### src/rtl/chip_voice_synth_macros.svh
// Assertion macros used by chip_voice_synth.sv.
`ifndef CHIP_VOICE_SYNTH_MACROS_SVH
`define CHIP_VOICE_SYNTH_MACROS_SVH

// Whenever the condition holds, the property must hold as well.
`define CVS_ASSERT_IMPL(label, clk, rst, cond, prop) \
   label: assert property (@(posedge clk) disable iff (rst) (cond) |-> (prop)) \
      else $error("assertion failed");

// Whenever the condition holds, the property must hold in the next cycle.
`define CVS_ASSERT_NEXT(label, clk, rst, cond, prop) \
   label: assert property (@(posedge clk) disable iff (rst) (cond) |=> (prop)) \
      else $error("assertion failed");

`endif

### src/rtl/cvs_pkg.sv
`default_nettype none
package cvs_pkg;
   localparam int unsigned VoicesDefault    = 8;
   localparam int unsigned PhaseBitsDefault = 24;
   localparam int unsigned RateBits         = 40;
   localparam int unsigned GlideBits        = 32;
   localparam int unsigned SampleBits       = 16;
   localparam int unsigned EnvBits          = 17;
   localparam int unsigned AccBits          = 48;

   localparam logic [7:0]  MasterReset  = 8'd204;
   localparam logic [23:0] MinIncReset  = 24'd6990;
   localparam logic [31:0] SeedReset    = 32'h0123_4567;
   localparam logic [31:0] LcgMul       = 32'd1664525;
   localparam logic [31:0] LcgAdd       = 32'd1013904223;
   localparam logic [15:0] HeadroomQ16  = 16'd22938;

   localparam logic [0:0] CsrMaster = 1'b0;
   localparam logic [0:0] CsrMinInc = 1'b1;

   localparam logic [1:0] WavePulse = 2'd0;
   localparam logic [1:0] WaveSaw   = 2'd1;
   localparam logic [1:0] WaveTri   = 2'd2;
   localparam logic [1:0] WaveNoise = 2'd3;

   // The first member lands in the highest bits, so action ends up in bit 0.
   typedef struct packed {
      logic [15:0] duration;
      logic [7:0]  volume;
      logic [7:0]  duty;
      logic [31:0] sweep;
      logic [23:0] increment;
      logic [1:0]  wave;
      logic        action;
   } req_type;

   // Control between the sequencer and the divider.
   typedef struct packed {
      logic start;
      logic busy;
   } div_ctl_type;
endpackage
`default_nettype wire

### src/rtl/cvs_div.sv
`default_nettype none
// Restoring divider: floor((num << 16) / den), one quotient bit per cycle.
module cvs_div
   import cvs_pkg::*;
(
   input  wire logic                clock,
   input  wire logic                reset,
   input  wire logic                start,
   input  wire logic [15:0]         num,
   input  wire logic [15:0]         den,
   output div_ctl_type              ctl,
   output logic      [EnvBits-1:0]  quot
);
   logic [32:0] rem_ff, rem_in;
   logic [31:0] dvd_ff, dvd_in;
   logic [15:0] den_ff, den_in;
   logic [4:0]  cnt_ff, cnt_in;
   logic        busy_ff, busy_in;
   logic [EnvBits-1:0] q_ff, q_in;
   logic [32:0] shifted;

   always_comb begin
      rem_in = rem_ff; dvd_in = dvd_ff; den_in = den_ff;
      cnt_in = cnt_ff; busy_in = busy_ff; q_in = q_ff;
      shifted = {rem_ff[31:0], dvd_ff[31]};
      if (start) begin
         rem_in = '0; dvd_in = {num, 16'd0}; den_in = den;
         cnt_in = 5'd0; busy_in = 1'b1;
      end else if (busy_ff) begin
         dvd_in = {dvd_ff[30:0], 1'b0};
         if (shifted >= {17'd0, den_ff}) begin
            rem_in = shifted - {17'd0, den_ff};
            q_in = {q_ff[EnvBits-2:0], 1'b1};
         end else begin
            rem_in = shifted;
            q_in = {q_ff[EnvBits-2:0], 1'b0};
         end
         cnt_in = cnt_ff + 5'd1;
         if (cnt_ff == 5'd31) busy_in = 1'b0;
      end
   end

   always_ff @(posedge clock) begin
      if (reset) begin
         busy_ff <= 1'b0;
         cnt_ff  <= '0;
      end else begin
         busy_ff <= busy_in;
         cnt_ff  <= cnt_in;
      end
      rem_ff <= rem_in; dvd_ff <= dvd_in; den_ff <= den_in; q_ff <= q_in;
   end

   // The quotient fits 17 bits when num <= den (num == den gives 2^16);
   // the voice logic never lets left exceed length.
   assign ctl.start = start;
   assign ctl.busy  = busy_ff;
   assign quot = q_ff;
endmodule
`default_nettype wire

### config.mk
export PLATFORM = sky130hd
export DESIGN_NAME = cvs_div
export DESIGN_NICKNAME = d
export VERILOG_FILES = /design/src/rtl/chip_voice_synth_macros.svh /design/src/rtl/cvs_pkg.sv /design/src/rtl/cvs_div.sv
export SDC_FILE = /design/constraint.sdc
export NUM_CORES = 1
export LEC_CHECK = 0
export ABC_CLOCK_PERIOD_IN_PS = 3600
export BUFFER_PORTS_ARGS = -buffer_cell sky130_fd_sc_hd__buf_2
export CORE_MARGIN = 5
export CORE_UTILIZATION = 45
export CTS_BUF_LIST = sky130_fd_sc_hd__clkbuf_2
export DETAILED_ROUTE_END_ITERATION = 10
export GPL_TIMING_DRIVEN = 0
export PLACE_DENSITY_LB_ADDON = 0.12
export SLEW_MARGIN = 10
export SYNTH_ARGS = -nofsm -noshare
export SYNTH_HDL_FRONTEND = slang
export SYNTH_SLANG_ARGS = --single-unit
### constraint.sdc
create_clock -name clock -period 3.6 [get_ports clock]
set_input_delay 0.36 -clock clock [delete_from_list [all_inputs] [get_ports clock]]
set_output_delay 0.36 -clock clock [all_outputs]
set_load 0.1 [all_outputs]
==> metrics, run 1 <==
Final Setup Violations 0; DP Area 4793 um^2; RePlAce Congestion 0.8527; Setup WS pre-CTS approximately 0.46 ns; max_cap viols 0; Worst-Margin Slew around 0.81 ns; ant diodes 0; final total power 2.441 mW; status finished, final reports clean; postcts setup bufs 0; synth top area cells edfxtp_1 34%, dfxtp_1 17%, ha_1 5.2%, mux2_2 3.9%, nor2_1 3.4%; clk buf depth 2; Vias ~3,400; reg-to-reg slack, setup 0.47 ns; largest net degree at the start of global routing 24; Worst Path Required about 4 ns; Psw 0.7841 mW; Mapped Area 4362 um^2; Worst slew margin 0.4610; CTS Sinks between 80 and 90; Reg power frac 0.491; combinational power share 0.275; initial antenna violation count 0; syn avg cell area about 11 um^2; register area 2232 um^2; worst hold margin about 0.1 ns; 1st-iter DRT viols approximately 170; R2R Path End rem_ff[30]; Worst Hold Class in2reg; clk slew on worst S/H paths about 0.23 ns; Layout Nets around 550; Synth Register Bits between 80 and 90; vias in the first global route around 3,300; Synth-to-Final Area Change 17.04%; routed wire length ~9600 um; Routed Antenna Nets 0; number of enable flip-flop cells after synthesis 49; Main synth FF type edfxtp_1; die area 11,760 um^2; Cells after Synth just over 400; Setup TNS Final 0 ns; Post-synth ARST share 0; RSZ-0062 raised after global routing no; H-tree depth 3; Yosys cell types 54; fmax between 300 and 400 MHz; worst vdd ir approximately 200 uV; via/cell ratio around 5.3; final hold vios 0; first-pass GRT wire length ~16,000 um; first drt pass iteration count 4; Leak Pwr ~2.1 nW; overall die width 108.5 um; hold path depth 2; Synth area leader edfxtp_1; power per cell area between 400 and 500 nW/um^2; r2r worst-path depth 11; Int Power roughly 1.7 mW; cts bufs inserted 9; num ports 54; switching share of total power 0.3212; DRC viols 0; Skew-Pair Late Insertion Delay ~0.53 ns; min-delay src num[0]; wire per inst between 15 and 20 um; fraction of layout cells with a size suffix above 1 0.1968; Worst Slack Setup Final between 0.4 and 0.5 ns; Finished Cell Area ~5000 um^2; area of the multi-input gates around 2000 um^2; Critical Path End Type flop; core area about 9600 um^2; period utilization 0.8701; fillers roughly 900; Worst EP arrival roughly 3.6 ns; minimum clock period around 3.1 ns; syn_nets 466; CP max FO 9; crit path kind reg2reg; Clock power frac 0.234; r2r startpoint dvd_ff[31]; CP Launch Type flop; Die Ht between 100 and 150 um; initial core utilization 0.4546; placed wire-length estimate around 7000 um; grt ovf 0; root buf cell clkbuf_2; row count 36; count of buffers from port buffering 53; CTS tree yes; worst clock skew 0.02750 ns; Seq/Total Area, Yosys 0.5118; top cell type's share of synthesized area 0.3373; GRT Resource Usage Total 0.1756; final slew viol count 0; Ys Warns 0; Hold Crit Endpoint dvd_ff[16]
-- what timing repair did --
action                                 in CTS  in global routing
endpoints found under the hold margin      22                  0
gates resized for setup                     0                  1
hold buffers                               17                  0
setup endpoints to repair                   0                  1
-- layer usage --
metal  track usage  vias to the layer above  share of wire
met5             0                        -              0
met4       0.05951                        0          0.019
met3       0.03463                       16          0.032
met2        0.2727                       62           0.46
met1        0.2454                     1606           0.49
li1              -                     1673              -
-- synth_stat cells (3+ instances only) --
| cell | number |
|---|---|
| nor3_1 | 14 |
| ha_1 | 18 |
| inv_1 | 24 |
| a311oi_1 | 4 |
| or4_1 | 6 |
| nor3b_1 | 3 |
| or3_1 | 10 |
| dfxtp_1 | 38 |
| nand4_1 | 3 |
| and3_1 | 4 |
| mux2_2 | 15 |
| nand2b_1 | 6 |
| nor2b_1 | 4 |
| a21oi_1 | 18 |
| a21o_1 | 6 |
| edfxtp_1 | 49 |
| nand3_1 | 6 |
| nor2_1 | 40 |
| xnor2_1 | 14 |
| buf_4 | 4 |
| a211oi_1 | 18 |
| nand2_1 | 22 |
| nor4_1 | 6 |
| clkbuf_1 | 10 |
| o21ai_0 | 18 |
| xor2_1 | 10 |
| mux2i_1 | 4 |
-- critical path, cell delays in order, from the launching register on --
cell      delay [ns]
edfxtp_1        0.45
inv_1           0.07
ha_1            0.19
fa_1            0.20
nor2b_1         0.07
o31ai_2         0.29
a21oi_1         0.17
o21ai_1         0.31
o22ai_2         0.24
or4_4           0.55
o31a_1          0.26
o31a_1          0.27
-- through the flow --
stage	std cells	utilization
floorplan	412	-
CTS	631	0.5316
global placement	598	0.4996
finish	631	0.5321
global route	631	0.5321
detailed placement	598	0.4996
-- kinds of logic (layout without fill, tap and decap cells) --
| family | count (synthesis) | in the layout | synth area share |
|---|---|---|---|
| buf+inv | 41 | 127 | 0.03901 |
| flops | 87 | 87 | 0.5118 |
| simple gates | 132 | 132 | 0.1532 |
| mux | 19 | 19 | 0.04791 |
| xor+xnor | 24 | 24 | 0.04819 |
| fa+ha+maj | 19 | 19 | 0.05623 |
| compound gates | 90 | 90 | 0.1437 |
-- how the worst max path moves through the flow --
stage                     startpoint          to  slack, ns  cells past startpoint
after global placement     den_ff[3]  rem_ff[23]       0.45                     10
final                     dvd_ff[31]  rem_ff[30]       0.47                     11
after detailed placement   den_ff[1]  rem_ff[23]       0.46                     10
after floorplan            den_ff[7]  rem_ff[30]       0.84                      9
after global routing      dvd_ff[31]  rem_ff[30]       0.27                     11
after CTS                  den_ff[3]  rem_ff[23]       0.37                     10
-- flip-flops by register name, summed over array words and instances, names as in the netlist --
name     count
den_ff      16
busy_ff      1
cnt_ff       5
rem_ff      32
dvd_ff      16
quot        17
-- layout by cell type, fill, tap and decap left out, drive strengths merged, types with 18 or more instances in the layout --
cell type  synthesis  layout
a21oi             18      18
edfxtp            49      49
nand2             22      22
dfxtp             38      38
clkbuf            10      21
o21ai             20      20
nor2              40      40
inv               24      25
ha                18      18
a211oi            18      18
buf                7      60
-- layout make-up --
class,instances,share of cell area
Timing Repair Buffer,70,0.08529
Clock inverter,5,0.01593
Sequential cell,87,0.4373
Inverter,24,0.01765
Tap cell,133,0.03260
Multi-Input combinational cell,284,0.3848
Buffer,17,0.01569
Clock buffer,11,0.01078
-- power by group through the flow --
stage               Clock, mW  Sequential (mW)  Combinational, mW
floorplan                   0             1.24              0.473
detailed placement          0             1.22              0.648
finish                  0.571             1.20              0.672
global route            0.634             1.21              0.750
CTS                     0.592             1.20              0.668
global placement            0             1.22              0.641
(Power assumes the default switching activity.)
==> run 2: changes to the inputs <==
--- a/config.mk
+++ b/config.mk
@@ -8,11 +8,12 @@
 export ABC_CLOCK_PERIOD_IN_PS = 3600
 export BUFFER_PORTS_ARGS = -buffer_cell sky130_fd_sc_hd__buf_2
 export CORE_MARGIN = 5
-export CORE_UTILIZATION = 45
+export CORE_UTILIZATION = 60
 export CTS_BUF_LIST = sky130_fd_sc_hd__clkbuf_2
 export DETAILED_ROUTE_END_ITERATION = 10
 export GPL_TIMING_DRIVEN = 0
 export PLACE_DENSITY_LB_ADDON = 0.12
+export REMOVE_ABC_BUFFERS = 1
 export SLEW_MARGIN = 10
 export SYNTH_ARGS = -nofsm -noshare
 export SYNTH_HDL_FRONTEND = slang
==> run 2 against run 1 <==
Net effect:
- power is 3.9% lower
- combinational power is 1% lower
- critical path depth did not move
- hold slack worse by 0.024 ns
- clock-buffer cell count decreased by 2
- maximum frequency is 1.7% lower
- register-to-register slack got worse by 0.05 ns
- die area down 23%
- non-clock buffer count decreased by 3
- critical endpoint unchanged
- first-iteration DRC count is 13% lower
- design area increased by 0.25%
==> metrics, run 2 (synthesis results as in run 1) <==
status finished, final reports clean; core area 7176 um^2 (-25%); Worst-Margin Slew 0.9478 ns (+0.1401 ns); Vias 3,307 (-1.5%); Layout Nets 544 (-0.55%); CP max FO 9 (unchanged); initial core utilization 0.6078 (+0.1532); CP Launch Type flop; Setup WS pre-CTS 0.4759 ns (+0.01145 ns); worst clock skew 0.03971 ns (+0.01222 ns); ant diodes 0 (unchanged); final hold vios 0 (unchanged); final slew viol count 0 (unchanged); Worst setup startpoint dvd_ff[31]; placed wire-length estimate 5889 um (-14%); DP Area 4710 um^2 (-1.7%); CTS Sinks 87 (unchanged); count of buffers from port buffering 53 (unchanged); power per cell area 458.5 nW/um^2 (-4.1%); non-filler cells, final 594 (-5.9%); 1st-iter DRT viols 145 (-13%); Leak Pwr 2.078 nW (+0.72%); clk slew on worst S/H paths 0.26 ns (+0.03 ns); vias in the first global route 3,257 (+0.031%); root buf cell clkbuf_2; r2r startpoint dvd_ff[31]; clk buf depth 2 (unchanged); Routed Antenna Nets 0 (unchanged); minimum clock period 3.186 ns (+0.05392 ns); Worst slew margin 0.3658 (-0.09516); first drt pass iteration count 4 (unchanged); largest net degree at the start of global routing 64 (+170%); grt ovf 0 (unchanged); Die Ht 95.26 um (-12%); worst vdd ir 295.9 uV (+49%); CP most frequent cell o31a_1; Worst Path Required 4.11 ns (+0.05 ns); placed cells 549 (-8.2%); max reg flops 32 (unchanged); Worst Slack Setup Final 0.4136 ns (-0.05392 ns); overall die width 95.26 um (-12%); wire per inst 14.92 um (-2.1%); CP max stage delay 0.56 ns (about the same); crit path kind reg2reg; period utilization 0.8851 (+0.01498); Finished Cell Area 5117 um^2 (+0.25%); Critical Path End Type flop; initial antenna violation count 0 (unchanged); RePlAce Congestion 0.8828 (+3.5%); row count 31 (-14%); Setup TNS Final 0 ns (unchanged); num ports 54 (unchanged); via/cell ratio 5.567 (+4.6%); most frequent cells in the layout 53 x buf_2, 49 x edfxtp_1, 39 x nor2_1, 37 x dfxtp_1, 28 x dlygate4sd3_1; GRT Resource Usage Total 0.2065 (+0.03089); min-delay src num[5]; Worst EP arrival 3.69 ns (+0.10 ns); first-pass GRT wire length 14,550 um (-10%); slowest CP cell or4_4; max_cap viols 0 (unchanged); CP Cell Sequence inv_1 > ha_1 > fa_1 > nor2b_1 > o31ai_2 > a21oi_1 > o21ai_1 > o22ai_2 > or4_4 > o31a_1 > o31a_1; die area 9074 um^2 (-23%); CTS tree yes; RSZ-0062 raised after global routing no; cts bufs inserted 9 (unchanged); Synth-to-Final Area Change 17.33%; Skew-Pair Late Insertion Delay 0.58 ns (+0.05 ns); most common cell after layout, fill and taps aside buf_2; Final Setup Violations 0 (unchanged); Worst Hold Class in2reg; DRC viols 0 (unchanged); fmax 313.8 MHz (-1.7%); fraction of layout cells with a size suffix above 1 0.1960 (-0.0008276); H-tree depth 3 (unchanged); Core Util, Final 0.7132 (+0.1811); routed wire length 8862 um (-7.8%); reg-to-reg slack, setup 0.41 ns (-0.05 ns); Largest Register rem_ff
[run 2: cell count changes in the layout (fill, tap and decap cells not counted), sizes merged]
cell / change
inv: +5
bufinv: -2
clkinv: -1
clkbuf: -12
dlygate4sd3: +11
buf: -4
[run 2: metrics by stage]
step | hold WS, ns | total power [mW]
final | 0.07590 | 2.346
after global routing | 0.009689 | 2.496
after CTS | 0.001376 | 2.354
after detailed placement | 0.4334 | 1.853
after global placement | 0.4233 | 1.828
after floorplan | 0.4321 | 1.698
[run 2: final timing paths]
| kind | endpoint | cells past startpoint |
|---|---|---|
| max | rem_ff[30] | 11 |
| min | dvd_ff[21] | 2 |
| max reg2reg | rem_ff[30] | 11 |
| min reg2reg | quot[14] | 0 |
[run 2: report_power, final]
| group | internal (mW) | switching (mW) |
|---|---|---|
| Clock | 0.110 | 0.373 |
| Sequential | 1.14 | 0.0600 |
| Combinational | 0.286 | 0.377 |
| Total | 1.54 | 0.810 |
[run 2: routing by layer]
layer / vias to the layer above / part of all wire / global-route usage
li1: 1678 / - / -
met1: 1539 / 0.45 / 0.2506
met2: 75 / 0.48 / 0.3516
met3: 15 / 0.050 / 0.05525
met4: 0 / 0.020 / 0.07572
met5: - / 0 / 0
[run 2: final cells by class]
class / count / area, um^2
Clock buffer: 9 / 45.04
Clock inverter: 7 / 61.31
Fill cell: 546 / 2058
Inverter: 24 / 90.09
Multi-Input combinational cell: 284 / 1963
Sequential cell: 87 / 2233
Tap cell: 99 / 123.9
Timing Repair Buffer: 84 / 600.6
[run 2: timing repair]
action,4_1_cts,5_1_grt
resized for setup,0,1
endpoints found under the hold margin,24,9
endpoints found under the setup margin,0,1
hold buffers,19,9
buffers inserted,0,0
[run 2: critical path: cells and delay by family (launching register included)]
kind	cells	cell delay, ns
flops	1	0.45
simple gates	2	0.63
fa+ha+maj	2	0.38
buf+inv	1	0.07
compound gates	6	1.58
